--- config.mk ---
export PLATFORM = sky130hd
export DESIGN_NAME = linear_scan_register_allocator
export DESIGN_NICKNAME = d
export VERILOG_FILES = /design/src/rtl/lsra_pkg.sv /design/src/rtl/lsra_ram.sv /design/src/rtl/lsra_scan.sv /design/src/rtl/linear_scan_register_allocator.sv
export VERILOG_INCLUDE_DIRS = /design/src /design/src/rtl
export SDC_FILE = /design/constraint.sdc
export NUM_CORES = 1
export LEC_CHECK = 0
export CORE_MARGIN = 8
export CORE_UTILIZATION = 55
export DETAILED_ROUTE_END_ITERATION = 8
export DONT_BUFFER_PORTS = 1
export PLACE_DENSITY = 0.7
export SLEW_MARGIN = 20
export SYNTH_ARGS = -nofsm -noshare
export SYNTH_HDL_FRONTEND = slang
export SYNTH_SLANG_ARGS = --single-unit
export TNS_END_PERCENT = 50
--- constraint.sdc ---
create_clock -name clk -period 7.9 [get_ports clk]
set_clock_uncertainty 0.15 [all_clocks]
set_input_delay 1.185 -clock clk [delete_from_list [all_inputs] [get_ports clk]]
set_output_delay 1.185 -clock clk [all_outputs]
set_load 0.01 [all_outputs]
--- src/rtl/linear_scan_register_allocator_assert.svh ---
// Assertion macros shared by the allocator RTL.
`ifndef LINEAR_SCAN_REGISTER_ALLOCATOR_ASSERT_SVH
`define LINEAR_SCAN_REGISTER_ALLOCATOR_ASSERT_SVH

// Consequent must hold in the same cycle as the antecedent.
`define LSRA_ASSERT_SAME(lbl, clk, rst, ante, cons, msg) \
  lbl: assert property (@(posedge clk) disable iff (rst) (ante) |-> (cons)) \
    else $error(msg);

// Consequent must hold in the cycle after the antecedent.
`define LSRA_ASSERT_NEXT(lbl, clk, rst, ante, cons, msg) \
  lbl: assert property (@(posedge clk) disable iff (rst) (ante) |=> (cons)) \
    else $error(msg);

`endif

--- src/rtl/lsra_pkg.sv ---
package lsra_pkg;

  // Number of physical register slots held in the table.
  localparam int SLOT_COUNT = 16;
  localparam int IDX_W      = (SLOT_COUNT > 1) ? $clog2(SLOT_COUNT) : 1;
  localparam int CNT_W      = $clog2(SLOT_COUNT + 1);

  localparam int ID_W      = 16;
  localparam int TIME_W    = 16;
  localparam int LEN_W     = TIME_W + 1;
  localparam int ASSIGN_W  = 4;
  localparam int CFG_W     = 5;
  localparam int PADDR_W   = 3;
  localparam int PDATA_W   = 32;

  // Register map.
  localparam logic [PADDR_W-1:0] ADDR_ACTIVE_REGISTERS = 3'h0;
  localparam logic [CFG_W-1:0]   ACTIVE_RESET          = 5'd16;

  typedef logic [IDX_W-1:0] slot_idx_t;

  // One slot of the table as held in memory.
  typedef struct packed {
    logic [ID_W-1:0]   vreg;
    logic [TIME_W-1:0] start_time;
    logic [TIME_W-1:0] end_time;
  } slot_entry_t;

  localparam int ENTRY_W = $bits(slot_entry_t);

  // Outcome of one scan over the table.
  typedef struct packed {
    logic                    found;
    slot_idx_t               free_idx;
    slot_idx_t               vic_idx;
    logic [ID_W-1:0]         vic_vreg;
    logic [TIME_W-1:0]       vic_end;
    logic signed [LEN_W-1:0] vic_len;
  } scan_res_t;

  typedef enum logic [2:0] {
    S_IDLE = 3'b001,
    S_SCAN = 3'b010,
    S_DONE = 3'b100
  } state_t;

  // Signed length of an interval.
  function automatic logic signed [LEN_W-1:0] span_of(input logic [TIME_W-1:0] s,
                                                       input logic [TIME_W-1:0] e);
    span_of = $signed({1'b0, e}) - $signed({1'b0, s});
  endfunction

endpackage

--- src/rtl/lsra_ram.sv ---
module lsra_ram #(
  parameter int WIDTH = 8,
  parameter int DEPTH = 16
) (
  input  logic                                     clk,
  input  logic                                     we,
  input  logic [((DEPTH > 1) ? $clog2(DEPTH) : 1)-1:0] waddr,
  input  logic [WIDTH-1:0]                         wdata,
  input  logic                                     re,
  input  logic [((DEPTH > 1) ? $clog2(DEPTH) : 1)-1:0] raddr,
  output logic [WIDTH-1:0]                         rdata
);

  logic [WIDTH-1:0] mem [DEPTH];

  // Single write port, registered read port.
  always_ff @(posedge clk) begin
    if (we) begin
      mem[waddr] <= wdata;
    end
    if (re) begin
      rdata <= mem[raddr];
    end
  end

endmodule

--- src/rtl/lsra_scan.sv ---
module lsra_scan (
  input  logic                          clk,
  input  logic                          rst,
  input  logic                          clear,
  input  logic                          eval,
  input  lsra_pkg::slot_idx_t           eval_idx,
  input  lsra_pkg::slot_entry_t         entry,
  input  logic                          entry_valid,
  input  logic [lsra_pkg::TIME_W-1:0]   new_start,
  output lsra_pkg::scan_res_t           res
);

  import lsra_pkg::*;

  logic                    slot_free;
  logic signed [LEN_W-1:0] entry_len;
  logic                    better;

  // A slot is free if empty or if its interval has expired.
  assign slot_free = !entry_valid || (entry.end_time <= new_start);
  assign entry_len = span_of(entry.start_time, entry.end_time);

  // Victim order: latest end, then shortest length, then larger id.
  always_comb begin
    priority if (eval_idx == '0) begin
      better = 1'b1;
    end else if (entry.end_time > res.vic_end) begin
      better = 1'b1;
    end else if (entry.end_time == res.vic_end) begin
      better = (entry_len < res.vic_len) ||
               ((entry_len == res.vic_len) && (entry.vreg > res.vic_vreg));
    end else begin
      better = 1'b0;
    end
  end

  // First free slot in scan order, and the running victim.
  always_ff @(posedge clk) begin
    if (rst || clear) begin
      res.found <= 1'b0;
    end else if (eval && slot_free && !res.found) begin
      res.found <= 1'b1;
    end
    if (eval && slot_free && !res.found) begin
      res.free_idx <= eval_idx;
    end
    if (eval && better) begin
      res.vic_idx  <= eval_idx;
      res.vic_vreg <= entry.vreg;
      res.vic_end  <= entry.end_time;
      res.vic_len  <= entry_len;
    end
  end

endmodule

--- src/rtl/linear_scan_register_allocator.sv ---
// Linear-scan register allocator.
// Input channel (in_valid/in_ready) takes one live interval word per item:
// interval_id, interval_start, interval_end and last_interval, in start order.
// Output channel (out_valid/out_ready) returns one result word per item:
// the assigned register, spill and eviction flags, the evicted id and the
// sticky any_spill flag. The APB port holds active_registers at address 0.
// Each accepted item scans the first k slots, where k is the effective
// register count (1 to 16). The slot table lives in a single-port-read memory
// that is read one slot per cycle. A new item is taken once the previous
// result has been loaded into the output register, so one item is scanned
// at a time.
// Reset clears all slot valid bits and the spill flag and sets
// active_registers to 16; the memory itself is not cleared and needs no pass.
// If the receiver stalls, the result waits in the output register and the
// next item is scanned; it then holds until the output register is free.
// After an item with last_interval set, all slots and the spill flag clear.
module linear_scan_register_allocator (
  input  logic        clk,
  input  logic        rst,
  input  logic        in_valid,
  output logic        in_ready,
  input  logic [15:0] interval_id,
  input  logic [15:0] interval_start,
  input  logic [15:0] interval_end,
  input  logic        last_interval,
  output logic        out_valid,
  input  logic        out_ready,
  output logic [3:0]  assigned_register,
  output logic        spilled,
  output logic        spill_event,
  output logic        evicted_valid,
  output logic [15:0] evicted_id,
  output logic        any_spill,
  input  logic        psel,
  input  logic        penable,
  input  logic        pwrite,
  input  logic [lsra_pkg::PADDR_W-1:0] paddr,
  input  logic [lsra_pkg::PDATA_W-1:0] pwdata,
  output logic [lsra_pkg::PDATA_W-1:0] prdata,
  output logic        pready
);

  import lsra_pkg::*;

  state_t                  state;
  logic [CFG_W-1:0]        active_registers;
  logic [CNT_W-1:0]        k;
  logic [SLOT_COUNT-1:0]   slot_valid;
  logic                    spill_seen;

  logic [ID_W-1:0]         cur_id;
  logic [TIME_W-1:0]       cur_start;
  logic [TIME_W-1:0]       cur_end;
  logic                    cur_last;

  logic [CNT_W-1:0]        iss_cnt;
  logic                    eval_vld;
  slot_idx_t               eval_idx;
  logic                    issue;
  logic                    scan_clear;

  slot_entry_t             rd_entry;
  slot_entry_t             wr_entry;
  logic                    ram_we;
  slot_idx_t               ram_waddr;
  scan_res_t               scan;

  logic                    take;
  logic signed [LEN_W-1:0] new_len;
  logic                    commit;
  logic                    in_fire;

  // Configuration port.
  assign pready = 1'b1;
  assign prdata = PDATA_W'(active_registers);

  always_ff @(posedge clk) begin
    if (rst) begin
      active_registers <= ACTIVE_RESET;
    end else if (psel && penable && pwrite && (paddr == ADDR_ACTIVE_REGISTERS)) begin
      active_registers <= pwdata[CFG_W-1:0];
    end
  end

  // Effective register count, clamped to 1..SLOT_COUNT.
  always_comb begin
    priority if (active_registers == '0) begin
      k = CNT_W'(1);
    end else if (int'(active_registers) > SLOT_COUNT) begin
      k = CNT_W'(SLOT_COUNT);
    end else begin
      k = CNT_W'(active_registers);
    end
  end

  assign in_ready   = (state == S_IDLE);
  assign in_fire    = in_valid && in_ready;
  assign issue      = (state == S_SCAN) && (iss_cnt < k);
  assign scan_clear = in_fire;
  assign commit     = (state == S_DONE) && (!out_valid || out_ready);

  // Sequencer.
  always_ff @(posedge clk) begin
    if (rst) begin
      state    <= S_IDLE;
      eval_vld <= 1'b0;
    end else begin
      eval_vld <= issue;
      unique case (state)
        S_IDLE: begin
          if (in_fire) begin
            state <= S_SCAN;
          end
        end
        S_SCAN: begin
          if (!issue && !eval_vld) begin
            state <= S_DONE;
          end
        end
        S_DONE: begin
          if (commit) begin
            state <= S_IDLE;
          end
        end
        default: state <= S_IDLE;
      endcase
    end
  end

  // Scan counter and latched interval.
  always_ff @(posedge clk) begin
    if (in_fire) begin
      cur_id    <= interval_id;
      cur_start <= interval_start;
      cur_end   <= interval_end;
      cur_last  <= last_interval;
      iss_cnt   <= '0;
    end else if (issue) begin
      iss_cnt <= iss_cnt + CNT_W'(1);
    end
    eval_idx <= iss_cnt[IDX_W-1:0];
  end

  // Slot table memory.
  assign wr_entry.vreg       = cur_id;
  assign wr_entry.start_time = cur_start;
  assign wr_entry.end_time   = cur_end;
  assign ram_we              = commit && (scan.found || take);
  assign ram_waddr           = scan.found ? scan.free_idx : scan.vic_idx;

  lsra_ram #(
    .WIDTH (ENTRY_W),
    .DEPTH (SLOT_COUNT)
  ) u_ram (
    .clk   (clk),
    .we    (ram_we),
    .waddr (ram_waddr),
    .wdata (wr_entry),
    .re    (issue),
    .raddr (iss_cnt[IDX_W-1:0]),
    .rdata (rd_entry)
  );

  lsra_scan u_scan (
    .clk         (clk),
    .rst         (rst),
    .clear       (scan_clear),
    .eval        (eval_vld),
    .eval_idx    (eval_idx),
    .entry       (rd_entry),
    .entry_valid (slot_valid[eval_idx]),
    .new_start   (cur_start),
    .res         (scan)
  );

  // Replacement decision against the chosen victim.
  assign new_len = span_of(cur_start, cur_end);

  always_comb begin
    priority if (cur_end < scan.vic_end) begin
      take = 1'b1;
    end else if (cur_end == scan.vic_end) begin
      take = (new_len > scan.vic_len) ||
             ((new_len == scan.vic_len) && (cur_id < scan.vic_vreg));
    end else begin
      take = 1'b0;
    end
  end

  // Valid bits and spill flag.
  always_ff @(posedge clk) begin
    if (rst) begin
      slot_valid <= '0;
      spill_seen <= 1'b0;
    end else if (commit) begin
      if (cur_last) begin
        slot_valid <= '0;
        spill_seen <= 1'b0;
      end else begin
        if (scan.found) begin
          slot_valid[scan.free_idx] <= 1'b1;
        end
        spill_seen <= spill_seen || !scan.found;
      end
    end else if (eval_vld && slot_valid[eval_idx] && (rd_entry.end_time <= cur_start)) begin
      // Expire an interval that ends at or before the new start.
      slot_valid[eval_idx] <= 1'b0;
    end
  end

  // Output register.
  always_ff @(posedge clk) begin
    if (rst) begin
      out_valid <= 1'b0;
    end else if (commit) begin
      out_valid <= 1'b1;
    end else if (out_ready) begin
      out_valid <= 1'b0;
    end
  end

  always_ff @(posedge clk) begin
    if (commit) begin
      if (scan.found) begin
        assigned_register <= ASSIGN_W'(scan.free_idx);
      end else if (take) begin
        assigned_register <= ASSIGN_W'(scan.vic_idx);
      end else begin
        assigned_register <= '0;
      end
      spilled       <= !scan.found && !take;
      spill_event   <= !scan.found;
      evicted_valid <= !scan.found && take;
      evicted_id    <= (!scan.found && take) ? scan.vic_vreg : '0;
      any_spill     <= spill_seen || !scan.found;
    end
  end

  `include "linear_scan_register_allocator_assert.svh"

  `LSRA_ASSERT_NEXT(a_accept_starts_scan, clk, rst, in_fire, state == S_SCAN, "accept without scan")
  `LSRA_ASSERT_SAME(a_spill_needs_event, clk, rst, out_valid && spilled, spill_event, "spill without event")
  `LSRA_ASSERT_SAME(a_evict_exclusive, clk, rst, out_valid && evicted_valid, spill_event && !spilled, "bad eviction flags")
  `LSRA_ASSERT_SAME(a_event_sets_flag, clk, rst, out_valid && spill_event, any_spill, "spill flag not set")

endmodule

==> flow_summary.json <==
{
  "crit_path_start_kind": "flop",
  "nFillCells": 4969,
  "overflow": 0,
  "synth-edff-count": 946,
  "cp.required_ns": 8.02,
  "synth_top_family_by_area": "multiplexers",
  "drv_cap": 0,
  "cts_tree": "yes",
  "arrival_ns": 6.79,
  "synth-adder-area-share_pct": 4.73,
  "antenna_violating_nets_post_route": 0,
  "grt_pass1_wl_mm": 135,
  "syn_inst": 2084,
  "root_buffer": "clkbuf_16",
  "status": "finished, final reports clean",
  "coreArea_um2": 73000,
  "rsz0062_at_grt": "false",
  "post_drt_wl_per_cell_um": 28.6,
  "post_cts_buffers": 0,
  "start_util_pct": 55.6,
  "cp_max_fo": 28,
  "yosysWarnings": 0,
  "synth_largest_area_cell": "edfxtp_1",
  "rows": 99,
  "synth_most_common_cell": "edfxtp_1",
  "yosys.area.top_type_share_pct": 70.1,
  "clk_pin_slew_ns": 0.06,
  "max_freq_mhz": 150,
  "grt_max_degree": 112,
  "drt-initial-drc-count": 1929,
  "maxSlewHeadroom_pct": 28.7,
  "hold_violations": 0,
  "fin_crit_sh_pct": 84.5,
  "hold_class": "flop to flop",
  "final_util_pct": 61.9,
  "nNetsFinal": 2398,
  "syn_area_um2": 40600,
  "ctsHoldBuffers": 0,
  "worstSetupPathType": "flop to flop",
  "fin_crit_ns": 6.67,
  "ys_types": 71,
  "yosysSeqAreaShare_pct": 71.9,
  "yosys.area_share.simple_pct": 3.05,
  "p_leak_nw": 14.7,
  "io_buffer_count": 0,
  "numCtsBuffers": 97,
  "setup_viol_count_final": 0,
  "worst_pin_slew_ns": 1.07,
  "setup-tns-final_ns": 0,
  "ys_dominant_reg_cell": "edfxtp_1",
  "synthMuxAreaShare_pct": 13.8,
  "async_reset_ff_share_pct": 0,
  "io_pins": 150,
  "gp_congestion": 0.891,
  "cts_resized": 0,
  "clk_path_buf_depth": 3,
  "timing.hold.ws_ns": 0.315,
  "vias": 20200,
  "drt_wl_total_mm": 91.4,
  "antenna_found_initial": 4,
  "crit_path_end_kind": "flop",
  "dieArea_um2": 82700,
  "grt_pass1_vias": 21000,
  "slew_violations": 0,
  "cts_num_sinks": 983,
  "worstSkewPairLatency_ns": 0.66,
  "dp_hpwl_mm": 51.0,
  "drive_gt1_share_pct": 21.4,
  "fp.dieH_um": 288,
  "yosys-top-cells-area": "edfxtp_1, mux4_2, ha_1",
  "cts_max_level": 3,
  "synth_seq_cells": 983,
  "dr.pass1.iters": 5,
  "grt_util_all_layers_pct": 22.2,
  "postSynthAreaPerCell_um2": 19.5,
  "synth_xor_area_share_pct": 0.562,
  "routed_via_density": 6.31,
  "area_delta_synth_final_pct": 11.4,
  "die_w_um": 288,
  "post-route-drc-count": 0,
  "synth_commonest_cells": "edfxtp_1, mux4_2, ha_1, inv_1, a21oi_1",
  "synth-compound-area-share_pct": 3.79,
  "p_per_area_nw_per_um2": 240,
  "worst_ir_drop_vdd_uv": 197
}
cell type report:
cell class                      instances  area, µm²  share of cell area (%)
Clock buffer                          115       2520                    5.57
Inverter                              100        375                   0.831
Tap cell                              959       1200                    2.66
Sequential cell                       983      29200                    64.6
Timing Repair Buffer                   43        448                   0.991
Clock inverter                         64        657                    1.45
Multi-Input combinational cell        930      10800                    23.9
Antenna cell                            1       2.50                 0.00554
final timing paths:
| path | startpoint | to | slack, ns | cells past startpoint |
|---|---|---|---|---|
| max | cur_start[1] | u_ram.mem[2][23] | 1.23 | 19 |
| min | u_ram.rdata[46] | u_scan.res[47] | 0.32 | 0 |
| max reg2reg | cur_start[1] | u_ram.mem[2][23] | 1.23 | 19 |
| min reg2reg | u_ram.rdata[46] | u_scan.res[47] | 0.32 | 0 |
state kept, by name, summed over array words and instances (netlist names), 3 cells and up:
signal,count
assigned_register,4
slot_valid,16
evicted_id,16
active_registers,5
eval_idx,4
u_scan.res,58
cur_end,16
iss_cnt,5
state,3
u_ram.mem,768
cur_start,16
cur_id,16
u_ram.rdata,48
power by group:
group          total (mW)  leakage (nW)  internal [mW]  switching, mW
sequential           5.83          8.83           5.76         0.0787
clock                4.56          1.52           2.59           1.97
combinational       0.448          4.38          0.204          0.244
total                10.8          14.7           8.55           2.29
through the flow:
| step | std cells | instance area (µm²) | power (mW) | worst slack, ns |
|---|---|---|---|---|
| floorplan | 2110 | 40700 | 6.27 | 0.744 |
| global placement | 3015 | 42000 | 6.38 | 1.32 |
| detailed placement | 3015 | 42000 | 6.40 | 1.24 |
| CTS | 3194 | 45200 | 10.9 | 1.23 |
| global route | 3194 | 45200 | 11.2 | 0.757 |
| finish | 3195 | 45200 | 10.8 | 1.23 |
critical path, cell delays in order (launching register included):
cell,delay (ns)
edfxtp_1,0.77
inv_1,0.16
ha_1,0.32
nor2b_1,0.14
o31a_1,0.28
o41ai_1,0.38
o21ai_0,0.23
o211a_1,0.32
a41oi_1,0.28
o311ai_0,0.17
ha_1,0.33
nand4_1,0.17
nor4_1,0.43
nor2b_1,0.22
a211oi_2,0.06
mux2i_1,0.16
a211oi_4,0.49
o2111ai_1,0.42
a21oi_4,0.27
buf_4,0.53
per-layer routing:
metal	global-route usage, %	wire, µm	vias up
li1	-	-	8610
met1	30.2	37800	10600
met2	36.1	44700	761
met3	3.97	5790	199
met4	7.80	3180	2
met5	0	13	-
cell families (layout without fill, tap and decap cells):
logic type	count (synthesis)	count (layout)
buffers and inverters	197	322
and+or+nand+nor	241	241
xor gates and xnor gates	26	26
AOI/OAI and AO/OA	231	231
other	2	29
DFF	983	983
adders and majority gates	152	152
muxes	252	252
cells in the final DEF (no fill, tap or decap), types with 5 or more instances in the layout:
cell        synthesis  final
a21o_1             35     35
a21oi_1            70     54
a21oi_4             0     16
a31oi_1            19     19
and2_1              6      5
buf_12              0     10
buf_4              29     33
bufinv_16           0      9
clkbuf_1           44     17
clkbuf_16           0     98
clkinv_1            2     19
clkinv_2            0     18
clkinvlp_4          0     10
conb_1              2     28
dfxtp_1            37     32
edfxtp_1          946    946
ha_1              150    150
inv_1              98     98
mux2i_1             7      7
mux4_2            245    245
nand2_1            41     40
nand2b_1           16     16
nand3_1            16     16
nand4_1            26     26
nor2_1             59     59
nor2b_1            17     17
nor3_1             32     32
o211ai_1            8      8
o21a_1             16     16
o21ai_0            39     39
or3_1               6      6
xnor2_1            19     19
xor2_1              7      7
(Power assumes the default switching activity.)
